==> src/hw/rtl/shelf_atlas_allocator_defines.svh <==
// ----------------------------------------------------------------------------
// Shelf atlas allocator assertion macros
// Immediate-implication and next-cycle checks, empty for synthesis.
// ----------------------------------------------------------------------------
`ifndef SHELF_ATLAS_ALLOCATOR_DEFINES_SVH
`define SHELF_ATLAS_ALLOCATOR_DEFINES_SVH

`ifndef SYNTHESIS
`define SAP_ASSERT_IMPLY(label, clk, rst, a, c) \
  label: assert property (@(posedge clk) disable iff (rst) (a) |-> (c)) \
    else $error("assertion failed");
`define SAP_ASSERT_NEXT(label, clk, rst, a, c) \
  label: assert property (@(posedge clk) disable iff (rst) (a) |=> (c)) \
    else $error("assertion failed");
`else
`define SAP_ASSERT_IMPLY(label, clk, rst, a, c)
`define SAP_ASSERT_NEXT(label, clk, rst, a, c)
`endif

`endif

==> src/hw/rtl/sap_pkg.sv <==
// ----------------------------------------------------------------------------
// Shelf atlas allocator package
// Row entry layout, evaluation flags, state, register and operation codes.
// ----------------------------------------------------------------------------
`timescale 1ns / 1ps

package sap_pkg;

  typedef struct packed {
    logic [13:0] height;
    logic [12:0] top;
    logic [13:0] fill;
  } row_entry_t;

  typedef struct packed {
    logic ge_h;      // row at least as tall as request
    logic gt_h;      // row strictly taller than request
    logic too_tall;  // row beyond tolerance
    logic fits;      // free width suffices
  } row_eval_t;

  typedef enum logic [2:0] {
    ST_IDLE,
    ST_SCAN,
    ST_DECIDE,
    ST_SHIFT,
    ST_SDRAIN,
    ST_NEWROW
  } state_t;

  localparam logic [1:0] CFG_PAGE_WIDTH  = 2'd0;
  localparam logic [1:0] CFG_PAGE_HEIGHT = 2'd1;
  localparam logic [1:0] CFG_TOLERANCE   = 2'd2;

  localparam logic OP_PLACE = 1'b0;
  localparam logic OP_CLEAR = 1'b1;

endpackage

==> src/hw/rtl/shelf_atlas_allocator.sv <==
// ----------------------------------------------------------------------------
// Shelf atlas allocator
// Places rectangles on height-sorted shelves of a texture page.
// ----------------------------------------------------------------------------
// A request is taken when start is high and busy is low. Every request gives
// exactly one result, shown for one cycle with done high; the receiver must
// take it then, there is no back-pressure. A clear or an over-wide request
// answers in the cycle after acceptance. A place request scans the row table
// held in a single-port-read memory, one row per cycle; opening a new row
// adds a write of the new entry, and opening it in the middle of the table
// first moves the rows from the insertion point on one entry further along,
// one entry at a time. Configuration words are accepted at any time
// (cfg_ready is always high) but should only be written while idle.
// ----------------------------------------------------------------------------
`timescale 1ns / 1ps

`include "shelf_atlas_allocator_defines.svh"

module shelf_atlas_allocator #(
  parameter int MAX_ROWS = 64
) (
  input  logic        clk,
  input  logic        rst,
  // request channel
  input  logic        start,
  output logic        busy,
  input  logic        operation,
  input  logic [13:0] req_width,
  input  logic [13:0] req_height,
  // result channel
  output logic        done,
  output logic        placed,
  output logic [12:0] pos_x,
  output logic [12:0] pos_y,
  output logic [15:0] slot_index,
  // configuration channel
  input  logic        cfg_valid,
  output logic        cfg_ready,
  input  logic [1:0]  cfg_index,
  input  logic [13:0] cfg_data
);

  localparam int AW = (MAX_ROWS > 1) ? $clog2(MAX_ROWS) : 1;
  localparam int CW = $clog2(MAX_ROWS + 1);

  // configuration registers
  logic [13:0] page_width;
  logic [13:0] page_height;
  logic [7:0]  tolerance_tenths;

  // page state
  logic [CW-1:0] row_count;
  logic [13:0]   next_free_y;
  logic [15:0]   placement_count;

  // request being worked on
  sap_pkg::state_t state, state_next;
  logic [13:0]   rw;
  logic [13:0]   rh;
  logic [21:0]   limit;

  // scan bookkeeping
  logic [CW-1:0] iss;
  logic          pend;
  logic [AW-1:0] pend_idx;
  logic          broken;
  logic          p0_hit;
  logic [AW-1:0] p0_idx;
  logic [13:0]   p0_height;
  logic [13:0]   p0_fill;
  logic [12:0]   p0_top;
  logic          p1_hit;
  logic [AW-1:0] p1_idx;
  logic [13:0]   p1_height;
  logic [13:0]   p1_fill;
  logic [12:0]   p1_top;
  logic          ins_hit;
  logic [AW-1:0] ins_idx;

  // shift bookkeeping
  logic [AW-1:0] sh;
  logic          shw;
  logic [AW-1:0] shw_idx;

  // memory ports
  logic                rd_en;
  logic [AW-1:0]       rd_addr;
  sap_pkg::row_entry_t rd_data;
  logic                wr_en;
  logic [AW-1:0]       wr_addr;
  sap_pkg::row_entry_t wr_data;
  sap_pkg::row_eval_t  ev;

  // result to register
  logic        emit;
  logic        emit_placed;
  logic [12:0] emit_x;
  logic [12:0] emit_y;

  logic          accept;
  logic          room;
  logic          full;
  logic [AW-1:0] ins_sel;
  logic [14:0]   bottom;

  assign accept    = start && !busy;
  assign busy      = state != sap_pkg::ST_IDLE;
  assign cfg_ready = 1'b1;
  assign bottom    = {1'b0, next_free_y} + {1'b0, rh};
  assign room      = bottom <= {1'b0, page_height};
  assign full      = row_count == CW'(MAX_ROWS);
  // no taller row seen: the new row goes at the end of the table
  assign ins_sel   = ins_hit ? ins_idx : row_count[AW-1:0];

  sap_row_ram #(
    .DEPTH (MAX_ROWS),
    .AW    (AW)
  ) u_ram (
    .clk     (clk),
    .rd_en   (rd_en),
    .rd_addr (rd_addr),
    .rd_data (rd_data),
    .wr_en   (wr_en),
    .wr_addr (wr_addr),
    .wr_data (wr_data)
  );

  sap_row_eval u_eval (
    .entry      (rd_data),
    .req_w      (rw),
    .req_h      (rh),
    .limit      (limit),
    .page_width (page_width),
    .flags      (ev)
  );

  // configuration writes
  always_ff @(posedge clk) begin
    if (rst) begin
      page_width       <= 14'd2048;
      page_height      <= 14'd2048;
      tolerance_tenths <= 8'd12;
    end else if (cfg_valid && cfg_ready) begin
      unique case (cfg_index)
        sap_pkg::CFG_PAGE_WIDTH:  page_width       <= cfg_data;
        sap_pkg::CFG_PAGE_HEIGHT: page_height      <= cfg_data;
        sap_pkg::CFG_TOLERANCE:   tolerance_tenths <= cfg_data[7:0];
        default: ;
      endcase
    end
  end

  // next state
  always_comb begin
    state_next = state;
    unique case (state)
      sap_pkg::ST_IDLE: begin
        if (accept && operation == sap_pkg::OP_PLACE && req_width <= page_width) begin
          state_next = sap_pkg::ST_SCAN;
        end
      end
      sap_pkg::ST_SCAN: begin
        if (iss == row_count && !pend) begin
          state_next = sap_pkg::ST_DECIDE;
        end
      end
      sap_pkg::ST_DECIDE: begin
        priority if (p0_hit) begin
          state_next = sap_pkg::ST_IDLE;
        end else if (room) begin
          priority if (full)    state_next = sap_pkg::ST_IDLE;
          else if (ins_hit)     state_next = sap_pkg::ST_SHIFT;
          else                  state_next = sap_pkg::ST_NEWROW;
        end else begin
          state_next = sap_pkg::ST_IDLE;
        end
      end
      sap_pkg::ST_SHIFT: begin
        if (sh == ins_idx) begin
          state_next = sap_pkg::ST_SDRAIN;
        end
      end
      sap_pkg::ST_SDRAIN: state_next = sap_pkg::ST_NEWROW;
      sap_pkg::ST_NEWROW: state_next = sap_pkg::ST_IDLE;
      default:            state_next = sap_pkg::ST_IDLE;
    endcase
  end

  // memory control and result
  always_comb begin
    rd_en       = 1'b0;
    rd_addr     = '0;
    wr_en       = 1'b0;
    wr_addr     = '0;
    wr_data     = rd_data;
    emit        = 1'b0;
    emit_placed = 1'b0;
    emit_x      = '0;
    emit_y      = '0;
    unique case (state)
      sap_pkg::ST_IDLE: begin
        // clear and over-wide requests answer at once
        if (accept && (operation == sap_pkg::OP_CLEAR || req_width > page_width)) begin
          emit = 1'b1;
        end
      end
      sap_pkg::ST_SCAN: begin
        if (iss < row_count) begin
          rd_en   = 1'b1;
          rd_addr = iss[AW-1:0];
        end
      end
      sap_pkg::ST_DECIDE: begin
        priority if (p0_hit) begin
          wr_en        = 1'b1;
          wr_addr      = p0_idx;
          wr_data      = '{height: p0_height, top: p0_top, fill: p0_fill + rw};
          emit         = 1'b1;
          emit_placed  = 1'b1;
          emit_x       = p0_fill[12:0];
          emit_y       = p0_top;
        end else if (room) begin
          emit = full;
        end else if (p1_hit) begin
          // retry without tolerance
          wr_en        = 1'b1;
          wr_addr      = p1_idx;
          wr_data      = '{height: p1_height, top: p1_top, fill: p1_fill + rw};
          emit         = 1'b1;
          emit_placed  = 1'b1;
          emit_x       = p1_fill[12:0];
          emit_y       = p1_top;
        end else begin
          emit = 1'b1;
        end
      end
      sap_pkg::ST_SHIFT: begin
        rd_en   = 1'b1;
        rd_addr = sh;
        if (shw) begin
          wr_en   = 1'b1;
          wr_addr = shw_idx + AW'(1);
          wr_data = rd_data;
        end
      end
      sap_pkg::ST_SDRAIN: begin
        wr_en   = 1'b1;
        wr_addr = shw_idx + AW'(1);
        wr_data = rd_data;
      end
      sap_pkg::ST_NEWROW: begin
        wr_en       = 1'b1;
        wr_addr     = ins_sel;
        wr_data     = '{height: rh, top: next_free_y[12:0], fill: rw};
        emit        = 1'b1;
        emit_placed = 1'b1;
        emit_x      = '0;
        emit_y      = next_free_y[12:0];
      end
      default: ;
    endcase
  end

  always_ff @(posedge clk) begin
    if (rst) begin
      state <= sap_pkg::ST_IDLE;
    end else begin
      state <= state_next;
    end
  end

  // page state and result strobe
  always_ff @(posedge clk) begin
    if (rst) begin
      row_count       <= '0;
      next_free_y     <= '0;
      placement_count <= '0;
      done            <= 1'b0;
    end else begin
      done <= emit;
      if (state == sap_pkg::ST_IDLE && accept && operation == sap_pkg::OP_CLEAR) begin
        row_count       <= '0;
        next_free_y     <= '0;
        placement_count <= '0;
      end else begin
        if (emit && emit_placed) begin
          placement_count <= placement_count + 16'd1;
        end
        if (state == sap_pkg::ST_NEWROW) begin
          row_count   <= row_count + CW'(1);
          next_free_y <= bottom[13:0];
        end
      end
    end
  end

  // result payload
  always_ff @(posedge clk) begin
    if (emit) begin
      placed     <= emit_placed;
      pos_x      <= emit_x;
      pos_y      <= emit_y;
      slot_index <= emit_placed ? placement_count : 16'd0;
    end
  end

  // request, scan and shift bookkeeping
  always_ff @(posedge clk) begin
    if (rst) begin
      pend <= 1'b0;
      shw  <= 1'b0;
    end else begin
      unique case (state)
        sap_pkg::ST_IDLE: begin
          if (accept) begin
            rw      <= req_width;
            rh      <= req_height;
            limit   <= {8'd0, req_height} * {14'd0, tolerance_tenths};
            iss     <= '0;
            pend    <= 1'b0;
            broken  <= 1'b0;
            p0_hit  <= 1'b0;
            p1_hit  <= 1'b0;
            ins_hit <= 1'b0;
            shw     <= 1'b0;
          end
        end
        sap_pkg::ST_SCAN: begin
          pend     <= rd_en;
          pend_idx <= iss[AW-1:0];
          if (rd_en) begin
            iss <= iss + CW'(1);
          end
          // rows shorter than the request are skipped; they lie at the start of the table
          if (pend && ev.ge_h) begin
            if (!broken && ev.too_tall) begin
              broken <= 1'b1;
            end else if (!broken && ev.fits && !p0_hit) begin
              p0_hit    <= 1'b1;
              p0_idx    <= pend_idx;
              p0_height <= rd_data.height;
              p0_fill   <= rd_data.fill;
              p0_top    <= rd_data.top;
            end
            if (ev.fits && !p1_hit) begin
              p1_hit    <= 1'b1;
              p1_idx    <= pend_idx;
              p1_height <= rd_data.height;
              p1_fill   <= rd_data.fill;
              p1_top    <= rd_data.top;
            end
            if (ev.gt_h && !ins_hit) begin
              ins_hit <= 1'b1;
              ins_idx <= pend_idx;
            end
          end
        end
        sap_pkg::ST_DECIDE: begin
          sh <= row_count[AW-1:0] - AW'(1);
        end
        sap_pkg::ST_SHIFT: begin
          shw     <= 1'b1;
          shw_idx <= sh;
          if (sh != ins_idx) begin
            sh <= sh - AW'(1);
          end
        end
        sap_pkg::ST_SDRAIN: ;
        sap_pkg::ST_NEWROW: shw <= 1'b0;
        default: ;
      endcase
    end
  end

  `SAP_ASSERT_IMPLY(a_count_bound, clk, rst, 1'b1, row_count <= CW'(MAX_ROWS))
  `SAP_ASSERT_NEXT(a_clear_answers, clk, rst, accept && operation == sap_pkg::OP_CLEAR, done && !placed && row_count == '0)
  `SAP_ASSERT_IMPLY(a_placed_has_row, clk, rst, done && placed, row_count != '0)
  `SAP_ASSERT_IMPLY(a_scan_bound, clk, rst, state == sap_pkg::ST_SCAN, iss <= row_count)

endmodule

==> src/hw/rtl/sap_row_ram.sv <==
// ----------------------------------------------------------------------------
// Shelf row memory
// One write port, one read port, registered read data.
// ----------------------------------------------------------------------------
`timescale 1ns / 1ps

module sap_row_ram #(
  parameter int DEPTH = 64,
  parameter int AW    = 6
) (
  input  logic                  clk,
  input  logic                  rd_en,
  input  logic [AW-1:0]         rd_addr,
  output sap_pkg::row_entry_t   rd_data,
  input  logic                  wr_en,
  input  logic [AW-1:0]         wr_addr,
  input  sap_pkg::row_entry_t   wr_data
);

  sap_pkg::row_entry_t mem [DEPTH];

  always_ff @(posedge clk) begin
    if (wr_en) begin
      mem[wr_addr] <= wr_data;
    end
  end

  always_ff @(posedge clk) begin
    if (rd_en) begin
      rd_data <= mem[rd_addr];
    end
  end

endmodule

==> src/hw/rtl/sap_row_eval.sv <==
// ----------------------------------------------------------------------------
// Shelf row evaluator
// Compares one row entry against the pending request.
// ----------------------------------------------------------------------------
`timescale 1ns / 1ps

module sap_row_eval (
  input  sap_pkg::row_entry_t entry,
  input  logic [13:0]         req_w,
  input  logic [13:0]         req_h,
  input  logic [21:0]         limit,
  input  logic [13:0]         page_width,
  output sap_pkg::row_eval_t  flags
);

  logic [17:0] height_x10;
  logic [14:0] fill_sum;

  assign height_x10     = {4'd0, entry.height} * 18'd10;
  assign fill_sum       = {1'b0, entry.fill} + {1'b0, req_w};
  assign flags.ge_h     = entry.height >= req_h;
  assign flags.gt_h     = entry.height > req_h;
  assign flags.too_tall = {4'd0, height_x10} > limit;
  assign flags.fits     = fill_sum <= {1'b0, page_width};

endmodule
==> config.mk <==
export PLATFORM = sky130hd
export DESIGN_NAME = shelf_atlas_allocator
export DESIGN_NICKNAME = d
export VERILOG_FILES = /design/src/hw/rtl/sap_pkg.sv /design/src/hw/rtl/shelf_atlas_allocator.sv /design/src/hw/rtl/sap_row_ram.sv /design/src/hw/rtl/sap_row_eval.sv
export VERILOG_INCLUDE_DIRS = /design/src /design/src/hw/rtl
export SDC_FILE = /design/constraint.sdc
export NUM_CORES = 2
export LEC_CHECK = 0
export BUFFER_PORTS_ARGS = -buffer_cell sky130_fd_sc_hd__buf_2
export CORE_ASPECT_RATIO = 1.25
export CORE_MARGIN = 5
export CORE_UTILIZATION = 57
export CTS_CLUSTER_SIZE = 40
export DETAILED_ROUTE_END_ITERATION = 6
export GPL_TIMING_DRIVEN = 0
export PLACE_DENSITY = 0.76
export SLEW_MARGIN = 10
export SYNTH_ARGS = -nofsm -noshare
export SYNTH_HDL_FRONTEND = slang
export SYNTH_SLANG_ARGS = --single-unit
==> constraint.sdc <==
create_clock -name clk -period 7.56 [get_ports clk]
set_input_delay 2.268 -clock clk [delete_from_list [all_inputs] [get_ports clk]]
set_output_delay 2.268 -clock clk [all_outputs]
set_load 0.02 [all_outputs]
==> Yosys cells after proc, flatten, opt, wreduce, memory -nomap -nowiden <==
Memory sizes are Yosys's and may differ from the RTL's. A register that Yosys moved wholly into a read port is not among the register bits.
Index checks and enable logic that the tools add are counted.
{ "op_classes": {"n_mul": 2, "eq_ne": 23, "mux": 62, "n_addsub": 10, "n_bitwise": 3, "reduce_logical": 47, "magnitude_cmp": 8} }
{ "op_table": {"columns": ["operator", "count"], "rows": [
  ["$mux W41", 3],
  ["$pmux W41 S2", 1],
  ["$mux W13", 6],
  ["$mux W6", 7],
  ["$add A14 B14 Y15", 2],
  ["$le A15 B14 Y1", 2],
  ["$add A14 B14 Y14", 2],
  ["$gt A14 B14 Y1", 2],
  ["$pmux W13 S2", 1],
  ["$ne A2 B2 Y1 const B", 12],
  ["$pmux W6 S2", 2],
  ["$pmux W6 S4", 1],
  ["$gt A18 B22 Y1", 1],
  ["$mul A14 B8 Y22", 1],
  ["$mux W3", 7],
  ["$mux W1", 20],
  ["$reduce_and A5 Y1", 4],
  ["$mul A14 B3 Y17 const B", 1],
  ["$add A16 B1 Y16 const B", 1],
  ["$pmux W3 S5", 1],
  ["$add A7 B1 Y7 const B", 2],
  ["$ge A14 B14 Y1", 1],
  ["$le A14 B14 Y1", 1],
  ["$logic_and A1 B1 Y1", 14],
  ["other kinds (28)", 60]
]} }
{ "totals": {"word_cells": 190, "ff_bits": 301, "ram_bits": 2624, "in_bits": 49, "memories": 1, "out_inout_bits": 46} }
{ "mem_list": {"columns": ["name", "depth", "width", "rd", "rd_clocked_by_memory_dff", "write_ports", "line_no", "text"], "rows": [
  ["u_ram.mem", 64, 41, 1, 1, 1, "sap_row_ram.sv:20", "sap_pkg::row_entry_t mem [DEPTH];"]
]} }

==> Logic depth before layout (Yosys ltp) <==
{ "depth": {"ltp_word": 8, "ltp_mapped": 22, "depth_no_buf": 22} }

==> Hierarchy <==
Synthesis repeated with hierarchy kept, for this count alone.
{ "hier_totals": {"hier_cells": 6320, "area_unflattened_um2": 121607.9} }
{ "modules_own_cells": {"columns": ["mod", "cells_each", "instances", "area_per_inst_um2", "seq_area_each_um2"], "rows": [
  ["sap_row_ram", 4216, 1, 100815.4, 80026.8],
  ["shelf_atlas_allocator", 1773, 1, 18291.3, 8247.9],
  ["sap_row_eval", 331, 1, 2501.1, 0.0]
]} }

==> Least setup slack after synthesis <==
Ideal clock, no wire load.
{ "synth_timing": {"path_kind": "register -> register", "start": "register rh[0]", "end": "memory u_ram.mem[0][10] (netlist bit), data pin", "setup_time_ns": 0.719, "path_buffers": 2, "path_slack_ns": 0.420, "arrival_ns": 6.422, "stages_incl_launch_ff": 20, "path_cell_list": "edfxtp_1 ha_1 fa_1 a211oi_1 o21bai_1 o221ai_1 o22ai_1 a21oi_1 xnor2_1 ha_1 nand3_1 nor4_1 nor3_1 o21ai_0 a31oi_1 a31o_2 buf_2 buf_2 mux2i_1 o31ai_1"} }
{ "synth_lines": {"columns": ["element", "line_no", "text"], "rows": [
  ["start, declared", "shelf_atlas_allocator.sv:59", "logic [13:0] rh;"],
  ["start signal, assigned", "shelf_atlas_allocator.sv:317", "rh <= req_height;"],
  ["end, declared", "sap_row_ram.sv:20", null]
]} }

==> Final worst setup path <==
{ "layout_timing": {"start": "register rh[0]", "end": "memory u_ram.mem[26][22] (netlist bit) (enable)"} }
{ "layout_between": {"elab_chain_cells": 7, "elab_cells_between_ends": 10, "classes_between": "add/sub: 1; order compare: 1; mux: 8"} }
{ "layout_rtl": {"columns": ["element", "line_no", "text"], "rows": [
  ["$add A14 B14 Y15 *", "shelf_atlas_allocator.sv:109", "assign bottom = {1'b0, next_free_y} + {1'b0, rh};"],
  ["named net bottom[12]", "shelf_atlas_allocator.sv:104", "logic [14:0] bottom;"],
  ["$le A15 B14 Y1 *", "shelf_atlas_allocator.sv:110", "assign room = bottom <= {1'b0, page_height};"],
  ["$mux W1", "shelf_atlas_allocator.sv:222", "end else if (room) begin"],
  ["$mux W1", "shelf_atlas_allocator.sv:214", "priority if (p0_hit) begin"],
  ["$pmux W1 S3", "shelf_atlas_allocator.sv:200", "unique case (state)"],
  ["$mux W1", "sap_row_ram.sv:23", "if (wr_en) begin"],
  ["$mux W1 (not written as such)", "sap_row_ram.sv:24", "mem[wr_addr] <= wr_data;"]
]} }
The timed path passes the listed nets; every way through them passes the cells marked *.

==> flow_summary.json <==
{
  "drtIter0Drc": 11700,
  "grt_first_pass_wirelength_mm": 574,
  "p_total_w": 0.0342,
  "crit_arrival_ns": 8.21,
  "design.core.area_sq_um": 217000,
  "worst_pin_slew_ns": 1.40,
  "p_leak_nw": 47.8,
  "crit_path_max_incr_delay_ns": 0.56,
  "num-nets-final": 9948,
  "setup_ws_ns": -0.0171,
  "pin_count": 95,
  "grt_max_degree": 65,
  "drv_slew": 0,
  "outcome": "finished with violations",
  "cp_slowest_cell": "nand3_2",
  "reg2reg_slack_ns": -0.02,
  "skew_ns": 0.0700,
  "cts_tree": "yes",
  "die_y_microns": 531,
  "cts_max_level": 5,
  "syn_inst": 8977,
  "layout_min_cycle_time_ns": 7.58,
  "synth_mux_area_share_pct": 5.22,
  "min_path_cells": 0,
  "routed_wl_mm": 410,
  "hold_end": "shw_idx[3]$_DFFE_PP_",
  "end_kind": "flip-flop",
  "crit_chain": "ha_1 > fa_1 > a211oi_1 > o21bai_1 > o221ai_1 > o22ai_1 > a21oi_1 > xnor2_1 > ha_1 > nand3_1 > nor4_1 > nor3_1 > o21ai_0 > a31oi_1 > a31o_2 > clkbuf_1 > a31oi_1 > nand3_2 > nor2_4 > buf_12 > buf_16",
  "synth_common_cells": "edfxtp_1, nand2_1, nand3_1",
  "drive_gt1_share_pct": 11.6,
  "yosysSeqAreaShare_pct": 71.3,
  "start_kind": "flip-flop",
  "placed_area_sq_um": 133000,
  "cts_buffer_depth": 4,
  "use_met1_pct": 39.8,
  "drtAntennaViolNets": 0,
  "avgSynthCellArea_sq_um": 13.8,
  "grt_overflow_total": 0,
  "synth_top_area_cell": "edfxtp_1",
  "postLayoutCellArea_sq_um": 142000,
  "cp.required_ns": 8.20,
  "slew_headroom_pct": 6.51,
  "drc_errors": 2,
  "area_growth_pct": 15.1,
  "synth_edf_count": 2887,
  "rr_endpoint": "u_ram.mem[26][22]$_DFFE_PP_",
  "cts_root_buffer": "clkbuf_16",
  "ys_warn_count": 0,
  "setup-violations-final": 8,
  "initial_core_util_pct": 57.2,
  "ir_drop_uv": 255,
  "met2_usage_pct": 57.1,
  "rsz0062_at_grt": "yes",
  "synth_top_area_share_pct": 70.0,
  "vias": 83900,
  "synth.most_common_cell": "edfxtp_1",
  "clock-sinks": 2966,
  "numCtsBuffers": 298,
  "synth_top_family_by_area": "simple AND/OR/NAND/NOR gates",
  "crit_fanout": 20,
  "grt_util_all_layers_pct": 35.7,
  "r2r_cells": 21,
  "clkLatencyLatePin_ns": 0.98,
  "netlist_area_sq_um": 124000,
  "async_reset_ff_share_pct": 0,
  "critPathKind": "reg2reg",
  "placementRows": 191,
  "hp-start": "sh[3]$_DFFE_PP_",
  "timing.rr.start": "rh[0]$_DFFE_PP_",
  "first_pass_iters": 7,
  "synth_adder_area_share_pct": 3.33,
  "ys_ff_latch": 2966,
  "synth_compound_area_share_pct": 5.32,
  "synthXorXnorAreaFrac_pct": 0.771,
  "dp_hpwl_mm": 289,
  "synthTopCellsByArea": "edfxtp_1, mux2i_1, nand2_1",
  "ys_types": 86,
  "layout_worst_path_cycle_share_pct": 100,
  "clkTransAtPathRegs_ns": 0.06,
  "hold_path_class": "reg2reg",
  "yosys.area_share.simple_pct": 11.7,
  "fillers": 14800,
  "use_met3_pct": 8.46,
  "portBuffers": 93,
  "place_congestion": 0.969,
  "die_w_microns": 427,
  "syn_nets": 9309,
  "synthFlopType": "edfxtp_1",
  "viasPerCell": 6.59,
  "wire_per_inst_microns": 32.2,
  "fmax_mhz": 132,
  "cts_hold_buf": 0,
  "busiest_layer": "met2",
  "failed_checks": "design-rule violations, negative setup slack",
  "die-area_sq_um": 227000,
  "drv_cap": 0,
  "finalHoldViolCount": 0,
  "powerDensity_nw_per_um2": 240,
  "antenna_found_initial": 41,
  "grt_pass1_vias": 82000
}
-- per-stage QoR --
step                instances  hold slack, ns  setup WS [ns]  TNS, ns  utilization (%)
finish                  12700           0.465        -0.0171  -0.0938             65.8
global route            12700           0.462        -0.0530    -1.21             65.8
CTS                     12700           0.459         0.0511        0             65.6
detailed placement      12200           0.445         -0.174   -22.72             61.3
global placement        12000           0.444          -5.23        -             59.1
floorplan                8977           0.424          0.420        0                -
-- flip-flops by register name (all words and copies together) (netlist names), 7 cells and up --
name              flops
iss                   7
limit                22
next_free_y          14
p0_fill              14
p0_height            14
p0_top               13
p1_fill              14
p1_height            14
p1_top               13
page_height          14
page_width           14
placement_count      16
pos_x                13
pos_y                13
rh                   14
row_count             7
rw                   14
slot_index           16
tolerance_tenths      8
u_ram.mem          2624
u_ram.rd_data        41
-- worst max-delay path: cells and delay by family, from the launching register on --
family	cells	cell delay, ns
AOI/OAI and AO/OA	9	2.75
xor gates and xnor gates	1	0.16
adders and majority gates	3	1.03
DFF	1	0.53
and+or+nand+nor	5	1.79
buffers and inverters	3	0.92
-- layout by cell type, fill, tap and decap left out, types with 29 or more instances in the layout --
| cell | instances |
|---|---|
| a211oi_1 | 31 |
| a21o_1 | 37 |
| a21oi_1 | 201 |
| a22oi_1 | 29 |
| a31oi_1 | 35 |
| and2_1 | 80 |
| and3_1 | 44 |
| buf_12 | 139 |
| buf_16 | 38 |
| buf_2 | 303 |
| buf_4 | 79 |
| clkbuf_1 | 282 |
| clkbuf_16 | 305 |
| clkinv_1 | 59 |
| clkinv_2 | 45 |
| dfxtp_1 | 79 |
| edfxtp_1 | 2887 |
| fa_1 | 77 |
| ha_1 | 206 |
| inv_1 | 180 |
| mux2i_1 | 641 |
| nand2_1 | 1628 |
| nand3_1 | 992 |
| nand4_1 | 137 |
| nor2_1 | 120 |
| nor2_4 | 67 |
| nor3_1 | 47 |
| o21ai_0 | 209 |
| o22ai_1 | 301 |
| or3_1 | 46 |
| xnor2_1 | 84 |
-- routing by layer --
metal	share of wire [%]	vias up
met1	31	40700
met4	11	36
met3	11	1736
met2	46	6538
li1	-	34900
met5	0.070	-
-- what timing repair did --
action / in CTS / in global routing
setup endpoints to repair: 436 / 637
resized for setup: 7 / 5
setup buffers: 30 / 27
pin swaps: 10 / 9
-- how the worst max path moves through the flow --
stage	cells past startpoint	slack, ns	to	startpoint
2_1_floorplan	19	0.42	u_ram.mem[0][10]$_DFFE_PP_	rh[0]$_DFFE_PP_
3_3_place_gp	18	-5.23	u_ram.mem[5][35]$_DFFE_PP_	rh[0]$_DFFE_PP_
3_5_place_dp	20	-0.17	u_ram.mem[17][18]$_DFFE_PP_	rh[0]$_DFFE_PP_
4_1_cts	21	0.05	u_ram.mem[13][6]$_DFFE_PP_	rh[0]$_DFFE_PP_
5_1_grt	21	-0.05	u_ram.mem[26][22]$_DFFE_PP_	rh[0]$_DFFE_PP_
6_report	21	-0.02	u_ram.mem[26][22]$_DFFE_PP_	rh[0]$_DFFE_PP_
-- kinds of logic after synthesis --
group	Yosys count
fa+ha+maj	283
flops	2966
xor+xnor	109
simple gates	3250
compound gates	1051
mux	645
other cells	1
buf+inv	672
-- report_power, final --
group	switching [W]	internal, W	total, W
Combinational	0.00125	0.000563	0.00181
Clock	0.00615	0.00808	0.0142
Sequential	0.0000587	0.0181	0.0181
Total	0.00745	0.0267	0.0342
-- cell type report --
class | count | area (sq um) | area share (%)
Multi-Input combinational cell | 5339 | 33600 | 23.6
Inverter | 182 | 683 | 0.480
Clock buffer | 363 | 7880 | 5.54
Clock inverter | 148 | 1250 | 0.877
Tap cell | 2895 | 3620 | 2.54
Antenna cell | 21 | 52.6 | 0.0369
Buffer | 490 | 2190 | 1.54
Sequential cell | 2966 | 88300 | 62.0
Timing Repair Buffer | 339 | 4840 | 3.40
Note: power is estimated with default switching activity, not from simulation.
